==> src/hw/rtl/assert_macros.svh <==
// assertion macros shared by the rtl modules
`ifndef ASSERT_MACROS_SVH
`define ASSERT_MACROS_SVH
`ifndef SYNTH
`define REC_ASSERT(name, prop) \
  name: assert property (@(posedge clk_i) disable iff (!rst_ni) prop) \
    else $error("assertion failed");
`define REC_ASSERT_NORST(name, prop) \
  name: assert property (@(posedge clk_i) prop) else $error("assertion failed");
`else
`define REC_ASSERT(name, prop)
`define REC_ASSERT_NORST(name, prop)
`endif
`endif

==> src/hw/rtl/rec_pkg.sv <==
// shared types, constants and the cordic angle table
`default_nettype none
package rec_pkg;
  localparam int unsigned COORD_WIDTH_DEF   = 24;
  localparam int unsigned ANGLE_WIDTH_DEF   = 16;
  localparam int unsigned ROTATE_STAGES_DEF = 16;
  localparam int unsigned QUEUE_DEPTH       = 4;

  localparam int unsigned SIZE_W = 20;  // radius and half sizes
  localparam int unsigned EXT_W  = 21;  // size enlarged by radius
  localparam int unsigned LIM_W  = 22;  // a+b+r
  localparam int unsigned DIFF_W = 23;  // offset once inside the bound
  localparam int unsigned ROT_W  = 34;  // rotated vector, 8 guard bits
  localparam int unsigned ANG_W  = 34;  // residual angle
  localparam int unsigned TURN_W = 32;  // angle, 2^32 per turn
  localparam int unsigned MAG_W  = 24;  // magnitude after gain fix
  localparam int unsigned GAIN_W = 31;

  localparam logic signed [GAIN_W-1:0] GAIN_Q30 = GAIN_W'(652032874);
  localparam logic signed [ANG_W-1:0] QUARTER_TURN = ANG_W'(64'sd1073741824);

  typedef struct packed {
    logic                    kill;
    logic                    is_rect;
    logic [EXT_W-1:0]        ext_a;
    logic [EXT_W-1:0]        ext_b;
    logic signed [ROT_W-1:0] x;
    logic signed [ROT_W-1:0] y;
    logic signed [ANG_W-1:0] z;
  } rec_item_t;

  function automatic logic signed [ANG_W-1:0] atan_f(input int unsigned idx);
    logic [31:0] v;
    case (idx)
      0: v = 32'd536870912;
      1: v = 32'd316933406;
      2: v = 32'd167458907;
      3: v = 32'd85004756;
      4: v = 32'd42667331;
      5: v = 32'd21354465;
      6: v = 32'd10679838;
      7: v = 32'd5340245;
      8: v = 32'd2670163;
      9: v = 32'd1335087;
      10: v = 32'd667544;
      11: v = 32'd333772;
      12: v = 32'd166886;
      13: v = 32'd83443;
      14: v = 32'd41722;
      15: v = 32'd20861;
      16: v = 32'd10430;
      17: v = 32'd5215;
      18: v = 32'd2608;
      19: v = 32'd1304;
      20: v = 32'd652;
      21: v = 32'd326;
      22: v = 32'd163;
      23: v = 32'd81;
      default: v = 32'd0;
    endcase
    return $signed({{(ANG_W-32){1'b0}}, v});
  endfunction
endpackage
`default_nettype wire

==> src/hw/rtl/rec_front.sv <==
// front end: takes pairs, forms offsets, bound check and quarter-turn pre-rotation
`default_nettype none
module rec_front #(
  parameter int unsigned COORD_WIDTH = rec_pkg::COORD_WIDTH_DEF,
  parameter int unsigned ANGLE_WIDTH = rec_pkg::ANGLE_WIDTH_DEF
) (
  input  wire logic                          clk_i,
  input  wire logic                          rst_ni,
  input  wire logic                          valid_i,
  output logic                               ready_o,
  input  wire logic                          first_enabled_i,
  input  wire logic [COORD_WIDTH-1:0]        first_x_i,
  input  wire logic [COORD_WIDTH-1:0]        first_y_i,
  input  wire logic [rec_pkg::SIZE_W-1:0]    first_radius_i,
  input  wire logic [ANGLE_WIDTH-1:0]        first_rotation_i,
  input  wire logic                          second_enabled_i,
  input  wire logic [COORD_WIDTH-1:0]        second_x_i,
  input  wire logic [COORD_WIDTH-1:0]        second_y_i,
  input  wire logic [rec_pkg::SIZE_W-1:0]    second_half_a_i,
  input  wire logic [rec_pkg::SIZE_W-1:0]    second_half_b_i,
  input  wire logic                          second_is_rect_i,
  output logic                               push_o,
  output rec_pkg::rec_item_t                 item_o,
  input  wire logic                          full_i
);
  import rec_pkg::*;

  localparam int unsigned DW    = COORD_WIDTH + 1;
  localparam int unsigned CMP_W = (DW > LIM_W) ? DW : LIM_W;

  logic                     vld_q, vld_d;
  logic                     off_q, rect_q;
  logic signed [DW-1:0]     dx_q, dy_q;
  logic [LIM_W-1:0]         lim_q;
  logic [EXT_W-1:0]         ea_q, eb_q;
  logic signed [TURN_W-1:0] z_q;
  logic [ANGLE_WIDTH-1:0]   neg_rot;
  logic                     accept;
  logic [DW-1:0]            mx, my;
  logic                     outside;
  logic signed [DIFF_W-1:0] dxs, dys;
  logic signed [ROT_W-1:0]  x0, y0;
  logic signed [ANG_W-1:0]  z0;

  assign ready_o = !vld_q || !full_i;
  assign accept  = valid_i && ready_o;
  assign push_o  = vld_q && !full_i;
  assign neg_rot = ~first_rotation_i + 1'b1;

  always_comb begin
    vld_d = vld_q;
    if (accept) begin
      vld_d = 1'b1;
    end else if (push_o) begin
      vld_d = 1'b0;
    end
  end

  always_ff @(posedge clk_i or negedge rst_ni) begin
    if (!rst_ni) begin
      vld_q <= 1'b0;
    end else begin
      vld_q <= vld_d;
    end
  end

  always_ff @(posedge clk_i) begin
    if (accept) begin
      off_q  <= !(first_enabled_i && second_enabled_i);
      rect_q <= second_is_rect_i;
      dx_q   <= $signed({second_x_i[COORD_WIDTH-1], second_x_i})
              - $signed({first_x_i[COORD_WIDTH-1], first_x_i});
      dy_q   <= $signed({second_y_i[COORD_WIDTH-1], second_y_i})
              - $signed({first_y_i[COORD_WIDTH-1], first_y_i});
      lim_q  <= LIM_W'(second_half_a_i) + LIM_W'(second_half_b_i)
              + LIM_W'(first_radius_i);
      ea_q   <= EXT_W'(second_half_a_i) + EXT_W'(first_radius_i);
      eb_q   <= EXT_W'(second_half_b_i) + EXT_W'(first_radius_i);
      z_q    <= $signed({neg_rot, {(TURN_W-ANGLE_WIDTH){1'b0}}});
    end
  end

  assign mx = dx_q[DW-1] ? (~$unsigned(dx_q) + 1'b1) : $unsigned(dx_q);
  assign my = dy_q[DW-1] ? (~$unsigned(dy_q) + 1'b1) : $unsigned(dy_q);
  assign outside = (CMP_W'(mx) > CMP_W'(lim_q)) || (CMP_W'(my) > CMP_W'(lim_q));

  // offsets are narrow once inside the bound
  assign dxs = DIFF_W'(dx_q);
  assign dys = DIFF_W'(dy_q);

  always_comb begin
    x0 = ROT_W'($signed({dxs, 8'h00}));
    y0 = ROT_W'($signed({dys, 8'h00}));
    z0 = ANG_W'(z_q);
    if (z0 > QUARTER_TURN) begin
      x0 = -ROT_W'($signed({dys, 8'h00}));
      y0 = ROT_W'($signed({dxs, 8'h00}));
      z0 = ANG_W'(z_q) - QUARTER_TURN;
    end else if (z0 < -QUARTER_TURN) begin
      x0 = ROT_W'($signed({dys, 8'h00}));
      y0 = -ROT_W'($signed({dxs, 8'h00}));
      z0 = ANG_W'(z_q) + QUARTER_TURN;
    end
  end

  always_comb begin
    item_o.kill    = off_q || outside;
    item_o.is_rect = rect_q;
    item_o.ext_a   = ea_q;
    item_o.ext_b   = eb_q;
    item_o.x       = x0;
    item_o.y       = y0;
    item_o.z       = z0;
  end
endmodule
`default_nettype wire

==> config.mk <==
export PLATFORM = sky130hd
export DESIGN_NAME = rec_front
export DESIGN_NICKNAME = d
export VERILOG_FILES = /design/src/hw/rtl/assert_macros.svh /design/src/hw/rtl/rec_pkg.sv /design/src/hw/rtl/rec_front.sv
export SDC_FILE = /design/constraint.sdc
export NUM_CORES = 1
export LEC_CHECK = 0
export BUFFER_PORTS_ARGS = -buffer_cell sky130_fd_sc_hd__buf_2
export CAP_MARGIN = 20
export CORE_UTILIZATION = 30
export DETAILED_ROUTE_END_ITERATION = 10
export SKIP_LAST_GASP = 1
export SLEW_MARGIN = 20
export SYNTH_ARGS = -nofsm -noshare
export SYNTH_HDL_FRONTEND = slang
export SYNTH_SLANG_ARGS = --single-unit
==> constraint.sdc <==
create_clock -name clk_i -period 5.85 [get_ports clk_i]
set_input_delay 0.8775 -clock clk_i [delete_from_list [all_inputs] [get_ports clk_i]]
set_output_delay 0.8775 -clock clk_i [all_outputs]
set_load 0.01 [all_outputs]
# Yosys cells after proc, flatten, opt, wreduce, memory -nomap -nowiden
# Cells that the tools add are included.
# W data, S select, Z words.
[word_totals]
regBits = 133
latchBits = 0
ram_bits = 0
rom_bits = 0
input_bits = 179
output_inout_bits = 148
elab_cells = 49
mem_count = 0
[classes]
addsub = 13
n_mul = 0
div_mod_pow = 0
order_cmp = 4
eq_ne = 0
n_shift = 0
muxes = 10
bitwise_logic = 3
reduce_logical = 10
[op_table]
columns = ["op", "n"]
rows = [
  ["$mux W34", 6],
  ["$neg A31 Y34", 2],
  ["$add A20 B20 Y21", 3],
  ["$add A25 B1 Y25 const B", 2],
  ["$gt A25 B22 Y1", 2],
  ["$mux W25", 2],
  ["$not A25 Y25", 2],
  ["$sub A24 B24 Y25", 2],
  ["$add A32 B32 Y33 const B", 1],
  ["$sub A32 B32 Y33 const B", 1],
  ["$gt A32 B32 Y1 const B", 1],
  ["$lt A32 B31 Y1 const B", 1],
  ["$add A21 B20 Y22", 1],
  ["$add A16 B1 Y16 const B", 1],
  ["$not A16 Y16", 1],
  ["$logic_and A1 B1 Y1", 3],
  ["$logic_not A1 Y1", 3],
  ["$logic_or A1 B1 Y1", 3],
  ["$mux W1", 2],
  ["$reduce_bool A2 Y1", 1],
]

# Depth between registers and ports, before layout
[depth]
ltp_word = 6
mapped_depth = 17
ltp_nobuf = 17

# Least setup slack after synthesis
# Ideal clock, no wire load.
[synth_path]
kind = "register -> output"
startpoint = "reg dx_q[2]"
endpoint = "out item_o[145] (netlist bit)"
t_arrival_ns = 3.849
required_time_ns = 4.973
slack_ns = 1.124
stages_incl_launch_ff = 17
n_path_buf = 2
cell_sequence = "edfxtp_1 buf_2 or3_1 or3_1 or4_1 clkbuf_1 or4_4 nor3_2 nand2b_1 xnor2_1 ha_1 nand4_1 nor4_1 nand2_1 a21oi_1 and3_1 nand4_1"
[synth_lines]
columns = ["item", "line", "rtl"]
rows = [
  ["from (decl)", "rec_front.sv:33", "logic signed [DW-1:0] dx_q, dy_q;"],
  ["from (signal assigned)", "rec_front.sv:71", "dx_q <= $signed({second_x_i[COORD_WIDTH-1], second_x_i})"],
  ["to (decl)", "rec_front.sv:23", "output rec_pkg::rec_item_t item_o,"],
]

==> reports/results.tsv <==
metric	value	unit
outcome	finished, final reports clean	
Clk pwr share	0.293	
Cells after Synth	1496	
fraction of layout cells with a size suffix above 1	0.203	
Hold-fix buffers, CTS	0	
Final Hold Violating Endpoints	0	
Worst-Skew Late Latency	0.45	ns
Worst Skew	0.00396	ns
H-tree depth	4	
worst reg2reg startpoint	vld_q	
die width	213	microns
ANT nets after route	0	
max-slew violations	0	
Critical Path RT	4.97	ns
Post-synth EDFFs	132	
Net count, final	2122	
TritonCTS clock tree	built	
worst min-delay path class	in -> async	
number of cells after detailed placement	2326	
final worst-path setup slack	0.239	ns
CP max FO	7	
IO Pins	327	
commonest non-fill, non-tap cell in the layout	buf_2	
FFs w/ async S/R, synth	0.00752	
Max-cap violations	0	
DR iter-0 viols	769	
Remaining DRCs	0	
Longest Clk Path Bufs	2	
crit path kind	reg -> out	
Fmax	178	MHz
DRT Pass-1 Iters	5	
crit-path max cell delay	0.50	ns
global-route wire length before repair	60.7	mm
Cell Area, Synth	0.0133	sq mm
Sequential Power Share	0.332	
Distinct cells, synth	66	
number of global-route vias before repair	10900	
Worst-path clk slew	0.06	ns
die area	0.0452	sq mm
synthesized area per cell	8.89	sq um
setup violators final	0	
net switching power	1.40	mW
Final Non-Filler Cells	2364	
drt via density	4.92	
Yosys warning total	0	
# rows	76	
unrepaired setup endpoints after global routing	no	
cts bufs inserted	17	
CP endpoint kind	primary output	
Worst setup SP type	flip-flop	
Comb pwr share	0.374	
period utilization	0.959	
setup TNS	0	ns
DP Worst Slack	0.669	ns
pwr dens	251	mW/mm^2
initial antenna violation count	9	
Period minus WS final	5.61	ns
Fillers	4488	
# clock sinks	133	
total core area	0.0434	sq mm
WL per Instance	17.3	microns
flip-flop and latch count after synthesis	133	
drt total wl	40.9	mm
gpl congestion	0.893	
sequential fraction of the synthesis area	0.300	
cells along the critical path	or3_4, or3_4, or3_1, or3_4, or3_4, or3_4, nand2_1, xnor2_1, ha_1, nand4_1, nor2_1, nand2_1, o21ai_0, nand4_1, buf_2	
slowest CP cell	edfxtp_1	
Lkg Pwr	7.11	nW
Max VDD drop	0.173	mV
DP Wirelength	33.3	mm
Total GRT Usage	0.180	
Primary FF master, synth	edfxtp_1	
Cell Int Power	2.56	mW
Worst-Margin Slew	0.942	ns
GR Overflow Total	0	
Max-slew headroom	0.372	
port bufs	294	
Area Growth Syn to Fin	18.9	%
chip height	213	microns
commonest non-fill, non-tap cells in the layout	294 x buf_2, 158 x ha_1, 134 x inv_1	
Top cell by count, worst path	or3_4	
largest net degree at the start of global routing	61	
vias	11600	
Starting Density	0.307	
Critical Path AT	4.73	ns
Root Buffer	clkbuf_16	
Switching Share	0.354	
crit path launch	dy_q[2]	
-- timing repair --
action / in CTS / in global routing
endpoints found under the setup margin: 0 / 1
gates resized for setup: 0 / 1
buffers inserted: 0 / 0
-- routing by layer --
layer | part of all wire | vias up | wire length [microns] | track usage
li1 | - | 5827 | - | -
met2 | 0.47 | 315 | 19400 | 0.298
met1 | 0.45 | 5455 | 18300 | 0.228
met5 | 0.00056 | - | 23 | 0
met3 | 0.063 | 39 | 2580 | 0.0479
met4 | 0.017 | 4 | 691 | 0.0504
-- sequential cells by signal (all words and copies together) (netlist names) --
signal  cells
z_q        16
off_q       1
dy_q       25
dx_q       25
lim_q      22
ea_q       21
eb_q       21
rect_q      1
vld_q       1
-- synthesized netlist by cell type (7+ instances only) --
master	n	area share
or4_1	8	0.0045
a21oi_1	113	0.043
or3_1	33	0.016
o21bai_1	8	0.0045
inv_1	134	0.038
a211oi_1	9	0.0051
and3_1	7	0.0033
o21a_1	24	0.014
xor2_1	18	0.012
xnor2_1	117	0.077
o21ai_0	110	0.041
edfxtp_1	132	0.30
fa_1	25	0.038
nor2b_1	25	0.012
a31oi_1	7	0.0033
nor4_1	8	0.0038
nand4_1	13	0.0061
mux2i_1	7	0.0053
a21o_1	44	0.025
nand2_1	108	0.030
nor3_1	27	0.010
buf_4	48	0.027
clkbuf_1	35	0.0099
a21boi_0	7	0.0040
nand3_1	50	0.019
ha_1	158	0.15
nor2_1	86	0.024
and2_1	7	0.0033
o22ai_1	23	0.011
o31ai_1	12	0.0068
or2_2	9	0.0042
nand2b_1	18	0.0085
-- worst max-delay path, delay by kind of cell (launching register included) --
kind | cells | cell delay, ns
AOI/OAI and AO/OA | 1 | 0.28
xor gates and xnor gates | 1 | 0.09
adders and majority gates | 1 | 0.31
buffers and inverters | 1 | 0.19
DFF | 1 | 0.50
and+or+nand+nor | 11 | 2.91
-- per-stage QoR --
step	hold WS [ns]	cell area [sq um]	total power [mW]	utilization
after global routing	0.169	15800	4.24	0.364
after floorplan	0.539	13400	2.34	-
after global placement	0.497	15200	2.80	0.350
after CTS	0.162	15800	4.02	0.364
after detailed placement	0.530	15200	2.83	0.350
final	0.196	15800	3.97	0.365
-- final cells by class --
type / instances / area [sq um] / share of cell area
clock buffers: 17 / 425 / 0.0269
well taps: 585 / 732 / 0.0463
diodes: 7 / 17.5 / 0.00111
repair buffers: 301 / 1530 / 0.0969
multi-input cells: 1173 / 8420 / 0.533
inverters: 134 / 503 / 0.0318
clock inverters: 14 / 186 / 0.0118
flip-flops and latches: 133 / 3990 / 0.252
-- logic make-up after synthesis --
kind of cell,synth area share
AND/OR/NAND/NOR,0.160
AO/OA/AOI/OAI,0.183
buffers and inverters,0.0761
adder cells (fa/ha/maj),0.186
XOR/XNOR,0.0889
flip-flops,0.300
multiplexers,0.00527
other,0.000282
-- power groups by stage --
stage | sequential, mW | combinational [mW] | clock [mW]
floorplan | 1.31 | 1.02 | 0
detailed placement | 1.34 | 1.49 | 0
CTS | 1.32 | 1.50 | 1.20
global route | 1.33 | 1.67 | 1.23
finish | 1.32 | 1.48 | 1.16
global placement | 1.34 | 1.47 | 0
-- path summary, 6_finish.rpt --
check / end / slack [ns] / depth (start not counted)
worst max-delay path: item_o[145] / 0.24 / 15
worst min-delay path: vld_q / 0.20 / 1
worst max register to register: rect_q / 3.67 / 3
worst min register to register: vld_q / 0.54 / 2
max in group asynchronous: vld_q / 5.57 / 1
min in group clk_i: vld_q / 0.54 / 2
(Power assumes the default switching activity.)
