--- src/hw/rtl/assert_macros.svh ---
// assertion macros shared by the rtl modules
`ifndef ASSERT_MACROS_SVH
`define ASSERT_MACROS_SVH
`ifndef SYNTH
`define REC_ASSERT(name, prop) \
  name: assert property (@(posedge clk_i) disable iff (!rst_ni) prop) \
    else $error("assertion failed");
`define REC_ASSERT_NORST(name, prop) \
  name: assert property (@(posedge clk_i) prop) else $error("assertion failed");
`else
`define REC_ASSERT(name, prop)
`define REC_ASSERT_NORST(name, prop)
`endif
`endif

--- src/hw/rtl/rec_pkg.sv ---
// shared types, constants and the cordic angle table
`default_nettype none
package rec_pkg;
  localparam int unsigned COORD_WIDTH_DEF   = 24;
  localparam int unsigned ANGLE_WIDTH_DEF   = 16;
  localparam int unsigned ROTATE_STAGES_DEF = 16;
  localparam int unsigned QUEUE_DEPTH       = 4;

  localparam int unsigned SIZE_W = 20;  // radius and half sizes
  localparam int unsigned EXT_W  = 21;  // size enlarged by radius
  localparam int unsigned LIM_W  = 22;  // a+b+r
  localparam int unsigned DIFF_W = 23;  // offset once inside the bound
  localparam int unsigned ROT_W  = 34;  // rotated vector, 8 guard bits
  localparam int unsigned ANG_W  = 34;  // residual angle
  localparam int unsigned TURN_W = 32;  // angle, 2^32 per turn
  localparam int unsigned MAG_W  = 24;  // magnitude after gain fix
  localparam int unsigned GAIN_W = 31;

  localparam logic signed [GAIN_W-1:0] GAIN_Q30 = GAIN_W'(652032874);
  localparam logic signed [ANG_W-1:0] QUARTER_TURN = ANG_W'(64'sd1073741824);

  typedef struct packed {
    logic                    kill;
    logic                    is_rect;
    logic [EXT_W-1:0]        ext_a;
    logic [EXT_W-1:0]        ext_b;
    logic signed [ROT_W-1:0] x;
    logic signed [ROT_W-1:0] y;
    logic signed [ANG_W-1:0] z;
  } rec_item_t;

  function automatic logic signed [ANG_W-1:0] atan_f(input int unsigned idx);
    logic [31:0] v;
    case (idx)
      0: v = 32'd536870912;
      1: v = 32'd316933406;
      2: v = 32'd167458907;
      3: v = 32'd85004756;
      4: v = 32'd42667331;
      5: v = 32'd21354465;
      6: v = 32'd10679838;
      7: v = 32'd5340245;
      8: v = 32'd2670163;
      9: v = 32'd1335087;
      10: v = 32'd667544;
      11: v = 32'd333772;
      12: v = 32'd166886;
      13: v = 32'd83443;
      14: v = 32'd41722;
      15: v = 32'd20861;
      16: v = 32'd10430;
      17: v = 32'd5215;
      18: v = 32'd2608;
      19: v = 32'd1304;
      20: v = 32'd652;
      21: v = 32'd326;
      22: v = 32'd163;
      23: v = 32'd81;
      default: v = 32'd0;
    endcase
    return $signed({{(ANG_W-32){1'b0}}, v});
  endfunction
endpackage
`default_nettype wire

--- src/hw/rtl/rec_fifo.sv ---
// short item queue between front and back
`default_nettype none
`include "assert_macros.svh"
module rec_fifo #(
  parameter int unsigned DEPTH = rec_pkg::QUEUE_DEPTH
) (
  input  wire logic               clk_i,
  input  wire logic               rst_ni,
  input  wire logic               push_i,
  input  wire rec_pkg::rec_item_t data_i,
  output logic                    full_o,
  input  wire logic               pop_i,
  output rec_pkg::rec_item_t      data_o,
  output logic                    empty_o
);
  import rec_pkg::*;

  localparam int unsigned PW = (DEPTH > 1) ? $clog2(DEPTH) : 1;
  localparam int unsigned CW = $clog2(DEPTH + 1);

  rec_item_t       mem_q [DEPTH];
  logic [PW-1:0]   wptr_q, wptr_d, rptr_q, rptr_d;
  logic [CW-1:0]   cnt_q, cnt_d;
  logic            do_push, do_pop;

  assign full_o  = (cnt_q == CW'(DEPTH));
  assign empty_o = (cnt_q == '0);
  assign do_push = push_i && !full_o;
  assign do_pop  = pop_i && !empty_o;
  assign data_o  = mem_q[rptr_q];

  always_comb begin
    wptr_d = wptr_q;
    rptr_d = rptr_q;
    cnt_d  = cnt_q;
    if (do_push) begin
      wptr_d = (wptr_q == PW'(DEPTH - 1)) ? '0 : wptr_q + 1'b1;
    end
    if (do_pop) begin
      rptr_d = (rptr_q == PW'(DEPTH - 1)) ? '0 : rptr_q + 1'b1;
    end
    if (do_push && !do_pop) begin
      cnt_d = cnt_q + 1'b1;
    end else if (do_pop && !do_push) begin
      cnt_d = cnt_q - 1'b1;
    end
  end

  always_ff @(posedge clk_i or negedge rst_ni) begin
    if (!rst_ni) begin
      wptr_q <= '0;
      rptr_q <= '0;
      cnt_q  <= '0;
    end else begin
      wptr_q <= wptr_d;
      rptr_q <= rptr_d;
      cnt_q  <= cnt_d;
    end
  end

  always_ff @(posedge clk_i) begin
    if (do_push) begin
      mem_q[wptr_q] <= data_i;
    end
  end

  `REC_ASSERT(a_cnt_bound, cnt_q <= CW'(DEPTH))
  `REC_ASSERT(a_no_push_full, push_i |-> !full_o)
  `REC_ASSERT(a_no_pop_empty, pop_i |-> !empty_o)
  `REC_ASSERT(a_cnt_up, (do_push && !do_pop) |=> (cnt_q == $past(cnt_q) + 1'b1))
endmodule
`default_nettype wire

--- config.mk ---
export PLATFORM = sky130hd
export DESIGN_NAME = rec_fifo
export DESIGN_NICKNAME = d
export VERILOG_FILES = /design/src/hw/rtl/rec_pkg.sv /design/src/hw/rtl/rec_fifo.sv
export VERILOG_INCLUDE_DIRS = /design/src /design/src/hw/rtl
export SDC_FILE = /design/constraint.sdc
export NUM_CORES = 1
export LEC_CHECK = 0
export BUFFER_PORTS_ARGS = -buffer_cell sky130_fd_sc_hd__buf_2
export CELL_PAD_IN_SITES_DETAIL_PLACEMENT = 2
export CELL_PAD_IN_SITES_GLOBAL_PLACEMENT = 2
export CORE_UTILIZATION = 45
export DETAILED_ROUTE_END_ITERATION = 8
export HOLD_SLACK_MARGIN = 0.05
export PLACE_DENSITY = 0.8
export SYNTH_ARGS = -nofsm -noshare
export SYNTH_HDL_FRONTEND = slang
export SYNTH_SLANG_ARGS = --single-unit
export TNS_END_PERCENT = 10
--- constraint.sdc ---
create_clock -name clk_i -period 17.7 [get_ports clk_i]
set_input_delay 3.54 -clock clk_i [delete_from_list [all_inputs] [get_ports clk_i]]
set_output_delay 3.54 -clock clk_i [all_outputs]
set_load 0.005 [all_outputs]
; After elaboration in Yosys (flattened, before gate mapping)
; Memories as Yosys holds them, arrays and structs flattened.
; Cells that the tools add are included.
[totals]
regBits = 7
ram_bits = 584
mem_count = 1
[op_classes]
n_addsub = 4
n_eq_ne = 3
n_mux = 6
reduce_logical = 10
[mem_list]
columns = name, depth, word_bits, rd, rd_ports_with_merged_regs, wr, line_no
row1 = mem_q, 4, 146, 1, 0, 1, rec_fifo.sv:21  ; rec_item_t mem_q [DEPTH];
[ops]
columns = op, n
row1 = 3-bit 2-to-1 mux, 2
row2 = "2-bit by 1-bit adder with 2-bit output, second input constant", 2
row3 = "2-bit equality test, second input constant", 2
row4 = 1-bit logical AND, 4
row5 = 1-bit logical NOT, 4
row6 = 2-bit 2-to-1 mux, 2
row7 = "3-bit by 1-bit adder with 3-bit output, second input constant", 1
row8 = "3-bit equality test, second input constant", 1
row9 = 3-bit logical NOT, 1
row10 = "3-bit by 1-bit subtractor with 3-bit output, second input constant", 1
row11 = 1-bit 2-to-1 mux, 2
row12 = 2-bit nonzero test, 1

; Longest topological paths before layout
; Gate-level depths: netlist of run 1.
[logic_depth]
ltp_word = 7
depth_mapped = 8

; Least setup slack after synthesis of run 1
; Ideal clock, no wire load.
[synth_path]
kind = input to register
from = input push_i
to = memory mem_q[3][0] in the netlist's numbering, enable pin
arrival_time_ns = 9.707
t_required_ns = 17.043
slack_ns = 7.336
path_stages = 2
n_path_buf = 0
path_cell_list = nand2_1 nor2_1
[synth_via]
elab_chain_len = 3
[synth_lines]
columns = element, line_no
row1 = start: declaration, rec_fifo.sv:9  ; input wire logic push_i,
row2 = 1-bit logical AND, rec_fifo.sv:28  ; assign do_push = push_i && !full_o;
row3 = 1-bit 2-to-1 mux, rec_fifo.sv:62  ; if (do_push) begin
row4 = 1-bit 2-to-1 mux (implied by the code), rec_fifo.sv:63  ; mem_q[wptr_q] <= data_i;
row5 = end: declaration, rec_fifo.sv:21
; Every way passes these cells.

==> results of run 1 <==
report_power, final:
| group | leakage [nW] | switching [W] | internal (W) | total (W) |
|---|---|---|---|---|
| clock network | 0.915 | 0.000521 | 0.000698 | 0.00122 |
| registers | 5.43 | 0.000109 | 0.00185 | 0.00196 |
| logic | 2.27 | 0.000623 | 0.000529 | 0.00115 |
| total | 8.62 | 0.00125 | 0.00308 | 0.00433 |
kinds of logic after synthesis:
family,synth area share
flip-flops,0.819
multiplexers,0.154
buffers and inverters,0.0170
AND/OR/NAND/NOR,0.00289
adder cells (fa/ha/maj),0.00440
XOR/XNOR,0.00122
AO/OA/AOI/OAI,0.000926
path summary, 6_finish.rpt:
kind                       slack [ns]       from      endpoint  cells after the start
max                             10.49  rptr_q[0]    data_o[55]                      4
min                              0.54   cnt_q[2]      cnt_q[2]                      1
max reg2reg                     14.83   cnt_q[2]  mem_q[0][58]                      4
min reg2reg                      0.54   cnt_q[2]      cnt_q[2]                      1
max in group asynchronous       14.73     rst_ni     rptr_q[0]                      1
min in group asynchronous        2.77     rst_ni      cnt_q[1]                      1
cell type report:
type / count / area, µm²
fillers: 3880 / 21500
flip-flops and latches: 591 / 17700
multi-input cells: 173 / 3550
repair buffers: 310 / 1580
clock buffers: 70 / 1530
well taps: 607 / 759
clock inverters: 35 / 318
inverters: 3 / 11.3
diodes: 4 / 10.0
flip-flops by register name, indices dropped and copies added (netlist names):
register	cells
mem_q	584
cnt_q	3
rptr_q	2
wptr_q	2
metrics by stage:
| step | cells | instance area [µm²] |
|---|---|---|
| 2_1_floorplan | 800 | 21600 |
| 3_3_place_gp | 1684 | 23600 |
| 3_5_place_dp | 1684 | 23600 |
| 4_1_cts | 1789 | 25500 |
| 5_1_grt | 1790 | 25500 |
| 6_report | 1793 | 25500 |
layer usage:
| layer | vias to the layer above | global-route usage | wire [µm] |
|---|---|---|---|
| li1 | 4162 | - | - |
| met1 | 5292 | 0.279 | 20900 |
| met2 | 318 | 0.410 | 29500 |
| met3 | 81 | 0.0540 | 3440 |
| met4 | 8 | 0.0577 | 979 |
| met5 | - | 0 | 51 |
critical path, delay by kind of cell, from the launching register on:
| kind | cells | cell delay (ns) |
|---|---|---|
| DFF | 1 | 0.65 |
| buffers and inverters | 3 | 1.73 |
| muxes | 1 | 0.62 |
placed cells by master (no fill, tap or decap), types with 2 or more instances in the layout:
cell type / instances
and2_4: 3
buf_2: 297
buf_4: 13
bufinv_16: 6
clkbuf_1: 10
clkbuf_16: 59
clkinv_1: 11
clkinv_2: 16
dfrtp_1: 5
dfrtp_4: 2
diode_2: 4
edfxtp_1: 584
ha_1: 6
inv_1: 3
mux2_2: 4
mux4_2: 146
nor2_1: 2
nor3_1: 2
xor2_1: 2
==> impl_metrics.py, run 1 <==
metrics = {
    "status": {
        "status": "finished, final reports clean",
    },
    "sta": {
        "timing.final.crit_share": 0.407,
        "tightest_slew_ns": 1.07,
        "rsz0062_at_grt": "no",
        "fin_hold_ws_ns": 0.537,
        "fmax_mhz": 139,
        "finalMaxSlewViolations": 0,
        "setup_ws_ns": 10.49,
        "skew_ns": 0.0172,
        "final.min_clock_period_ns": 7.21,
        "setup_viol": 0,
        "slew-limit-headroom": 0.286,
        "finalHoldViolCount": 0,
        "final.setup.tns_ns": 0,
    },
    "synth": {
        "synth-seq-cells": 591,
        "yosys-top-cells-area": "edfxtp_1 (81%), mux4_2 (15%), buf_12 (1.0%)",
        "seq_area_frac_synth": 0.819,
        "syn-instance-count": 800,
        "syn_area_per_cell_um2": 27.0,
        "synth_area_um2": 21600,
        "synthDistinctLibCells": 22,
        "syn_nets": 957,
        "yosys-top-cells-count": "edfxtp_1 (584), mux4_2 (146), buf_2 (15)",
        "synth.largest_area_cell": "edfxtp_1",
        "ys.flop_type": "edfxtp_1",
        "synth_edf_count": 584,
        "yosysMostFrequentCell": "edfxtp_1",
        "yosysTopAreaCellShare": 0.811,
        "async_flop_share": 0.0118,
        "ys_warn_count": 0,
    },
    "clocking": {
        "clk_pin_slew_ns": 0.06,
        "cts.sinks": 591,
        "cts_tree": "built",
        "cts_made_buffers": 58,
        "cts_root_buffer": "clkbuf_16",
        "cts_resized": 0,
        "hold_buffers": 0,
        "h-tree-depth": 2,
        "cts_setup_buffers": 0,
        "clock_path_buffers": 3,
        "clk_latency_ns": 0.62,
    },
    "worst_setup_path": {
        "cp_cell_sequence": "buf_4, buf_4, mux4_2, buf_2",
        "critPathArrivalTime_ns": 3.67,
        "slowest_delay_ns": 0.81,
        "crit_slowest_cell": "buf_4",
        "cp.required_ns": 14.16,
        "cpMostUsedCell": "buf_4",
        "worstSetupPathType": "flip-flop to output pin",
        "path_max_fanout": 48,
        "end_kind": "output pin",
        "start_kind": "flip-flop",
    },
    "place": {
        "dpl.hpwl_mm": 34.5,
        "dp_slack_ns": 10.95,
        "io_buffers": 297,
        "routabilityCongestion": 0.743,
    },
    "global_route": {
        "overflow": 0,
        "grt_pass1_vias": 11394,
        "grt_max_degree": 67,
        "grt_antenna_before_repair": 7,
        "grt_pass1_wl_mm": 80.4,
        "grtUsageTotal": 0.229,
    },
    "floorplanning": {
        "fp-row-count": 79,
        "die_height_um": 221,
        "die_w_um": 221,
        "dieArea_um2": 48900,
        "initial_core_util": 0.460,
        "io_pins": 298,
        "core_um2": 47000,
    },
    "hold_path": {
        "min_path_type": "flip-flop to flip-flop",
    },
    "power_and_ir_drop": {
        "p_leak_nw": 8.62,
        "p_total_w": 0.00433,
        "max-vdd-ir-drop_mv": 0.118,
        "power-per-cell-area_nw_per_um2": 170,
    },
    "cells_and_area": {
        "drive_above_1_share": 0.467,
        "utilization": 0.543,
        "fin_nets": 1294,
        "syn_to_final_growth_pct": 17.9,
    },
    "route": {
        "wl_per_cell_um": 30.6,
        "routed_via_density": 5.50,
        "drc": 0,
        "routed-via-count": 9861,
        "routed_wl_mm": 54.9,
        "drt.antenna.violating_nets": 0,
        "drtIter0Drc": 615,
        "drtPass1Iterations": 5,
    },
    "job": {
        "maxCapViolCount": 0,
    },
}
Power figures use the tool's default switching activity.
==> run 2, diff against run 1 <==
ABC_AREA = 1   (was not set)
CORE_UTILIZATION = 40   (was 45)
clock period = 7.3 ns   (was 17.7 ns; I/O delays follow)
==> run 2 against run 1 <==
  * Die area rose by 24%
  * Highest routed layer unchanged
  * Wire length rose by 19%
  * Cell count rose by 60%
  * Area after synthesis rose by 11%
  * Clock skew fell by 0.0013 ns
  * Global-route usage fell by 1.2 points
  * Synthesized cell count rose by 120%
  * Clock power rose to 2.6 times the previous value
  * Clock-buffer cell count rose by 20
  * Via count rose by 48%
==> impl_metrics.py, run 2 <==
metrics = {
    "status": {
        "status": "finished, final reports clean",
    },
    "sta": {
        "finalMaxSlewViolations": 0,
        "timing.final.crit_share": 0.651,
        "setup_viol": 0,
        "tightest_slew_ns": 1.12,
        "slew-limit-headroom": 0.253,
        "rsz0062_at_grt": "no",
        "final.setup.tns_ns": 0,
        "fmax_mhz": 210,
        "finalHoldViolCount": 0,
        "final.min_clock_period_ns": 4.75,
        "setup_ws_ns": 2.55,
        "skew_ns": 0.0159,
    },
    "power_and_ir_drop": {
        "p_switching_w": 0.00397,
        "power-per-cell-area_nw_per_um2": 412,
        "max-vdd-ir-drop_mv": 0.275,
        "p_total_w": 0.0115,
        "p_leak_nw": 11.0,
        "switching_share": 0.346,
        "p_int_w": 0.00751,
        "seq_power_share": 0.414,
        "clkPwrFrac": 0.280,
        "p_comb_frac": 0.305,
    },
    "place": {
        "dp_slack_ns": 3.19,
        "dpl.hpwl_mm": 40.7,
        "routabilityCongestion": 0.778,
        "io_buffers": 297,
    },
    "route": {
        "routed_wl_mm": 65.4,
        "drc": 0,
        "wl_per_cell_um": 22.7,
        "drtPass1Iterations": 5,
        "routed-via-count": 14633,
        "routed_via_density": 5.09,
        "drtIter0Drc": 864,
        "drt.antenna.violating_nets": 0,
    },
    "synth": {
        "yosysTopAreaCellShare": 0.734,
        "yosys-top-cells-area": "edfxtp_1 (73%), o211ai_1 (8.2%), nand2_1 (7.1%)",
        "ys_warn_count": 0,
        "yosysMostFrequentCell": "edfxtp_1",
        "syn_nets": 1921,
        "synth_fa_ha_area_frac": 0.00398,
        "synthMuxAreaShare": 0,
        "ys.flop_type": "edfxtp_1",
        "syn-instance-count": 1764,
        "synth_xor_xnor_area_share": 0.000366,
        "synth-seq-cells": 591,
        "syn_area_per_cell_um2": 13.5,
        "yosys-top-cells-count": "edfxtp_1 (584), nand2_1 (453), inv_1 (307)",
        "synth_area_um2": 23900,
        "synth_top_family_by_area": "compound AO/OA/AOI/OAI gates",
        "async_flop_share": 0.0118,
        "synthDistinctLibCells": 18,
        "synthSimpleGateAreaFrac": 0.0738,
        "synth_compound_area_frac": 0.0982,
        "synth.largest_area_cell": "edfxtp_1",
        "synth_edf_count": 584,
        "seq_area_frac_synth": 0.741,
    },
    "cells_and_area": {
        "largest_register_ffs": 584,
        "fin_nets": 2209,
        "drive_above_1_share": 0.208,
        "top_register": "mem_q",
        "syn_to_final_growth_pct": 16.4,
        "layout_commonest_cell": "edfxtp_1",
        "largest_registers": "mem_q (584), cnt_q (3)",
        "mostFrequentLayoutCells": "edfxtp_1 (584), nand2_1 (453), inv_1 (307)",
    },
    "global_route": {
        "grt_max_degree": 200,
        "grtUsageTotal": 0.217,
        "grt_busiest_layer": "met2",
        "grt_pass1_wl_mm": 98.5,
        "grt_use_met3": 0.0532,
        "overflow": 0,
        "grt_antenna_before_repair": 16,
        "grt_pass1_vias": 16221,
        "use_met2": 0.391,
        "grtUsageMet1": 0.256,
    },
    "floorplanning": {
        "die_w_um": 246,
        "dieArea_um2": 60700,
        "io_pins": 298,
        "core_um2": 59000,
        "die_height_um": 246,
        "initial_core_util": 0.405,
        "fp-row-count": 89,
    },
    "worst_setup_path": {
        "worstSetupPathType": "flip-flop to output pin",
        "critPathArrivalTime_ns": 3.29,
        "path_max_fanout": 112,
        "start_kind": "flip-flop",
        "end_kind": "output pin",
        "cp.required_ns": 5.84,
    },
    "clocking": {
        "hold_buffers": 0,
        "cts_root_buffer": "clkbuf_16",
        "cts.sinks": 591,
        "cts_setup_buffers": 0,
        "cts_tree": "built",
        "clock_path_buffers": 3,
        "cts_resized": 0,
        "h-tree-depth": 3,
        "cts_made_buffers": 66,
        "clk_pin_slew_ns": 0.06,
        "clk_latency_ns": 0.59,
    },
    "job": {
        "maxCapViolCount": 0,
    },
    "hold_path": {
        "min_path_type": "flip-flop to flip-flop",
    },
}
## run 2: cell count changes after synthesis, sizes merged, moves of 4 or more
cell / previous run / this run
buf: 31 / 96
inv: 3 / 308
mux2: 4 / 0
mux4: 146 / 0
nand2: 1 / 453
nand3: 0 / 7
o211ai: 0 / 292
## run 2: cell type report
class	instances	area [µm²]
Antenna cell	8	20.0
Fill cell	5819	31200
Multi-Input combinational cell	768	4250
Sequential cell	591	17700
Timing Repair Buffer	317	1660
Clock buffer	90	1850
Clock inverter	22	206
Inverter	308	1160
Tap cell	773	967
## run 2: per-stage QoR
stage,hold slack (ns),util,instance area [µm²],cells
final,0.528,0.472,27800,2877
after global routing,0.574,0.471,27800,2871
after CTS,0.546,0.471,27800,2869
after detailed placement,0.534,0.436,25800,2757
after global placement,0.492,0.436,25800,2757
after floorplan,0.463,-,23900,1764
## run 2: cells by family after synthesis
family,count (synthesis)
xor gates and xnor gates,1
DFF,591
and+or+nand+nor,467
adders and majority gates,7
AOI/OAI and AO/OA,293
buffers and inverters,405
## run 2: worst max-delay path: stages, from the launching register on
cell	delay [ns]
dfrtp_4	1.04
buf_4	0.96
nand2_1	0.17
o211ai_1	0.14
nand2_1	0.13
buf_2	0.15
## run 2: routing by layer
layer,vias up,share of wire
li1,6732,-
met2,327,0.52
met3,107,0.057
met1,7445,0.39
met5,-,0.0021
met4,22,0.022
## run 2: path summary, 6_finish.rpt
| check | cells past startpoint | from | slack [ns] | endpoint |
|---|---|---|---|---|
| setup / recovery | 5 | rptr_q[0] | 2.55 | data_o[99] |
| hold / removal | 2 | cnt_q[2] | 0.53 | cnt_q[2] |
| setup reg to reg | 5 | cnt_q[0] | 4.30 | mem_q[0][62] |
| hold reg to reg | 2 | cnt_q[2] | 0.53 | cnt_q[2] |
| max in group asynchronous | 1 | rst_ni | 6.38 | rptr_q[1] |
| min in group asynchronous | 1 | rst_ni | 0.71 | rptr_q[0] |
## run 2: power by group through the flow
stage	clock (W)	sequential [W]	combinational, W
floorplan	0	0.00479	0.00235
global placement	0	0.00476	0.00338
detailed placement	0	0.00483	0.00356
CTS	0.00330	0.00477	0.00361
global route	0.00341	0.00482	0.00389
finish	0.00322	0.00476	0.00351
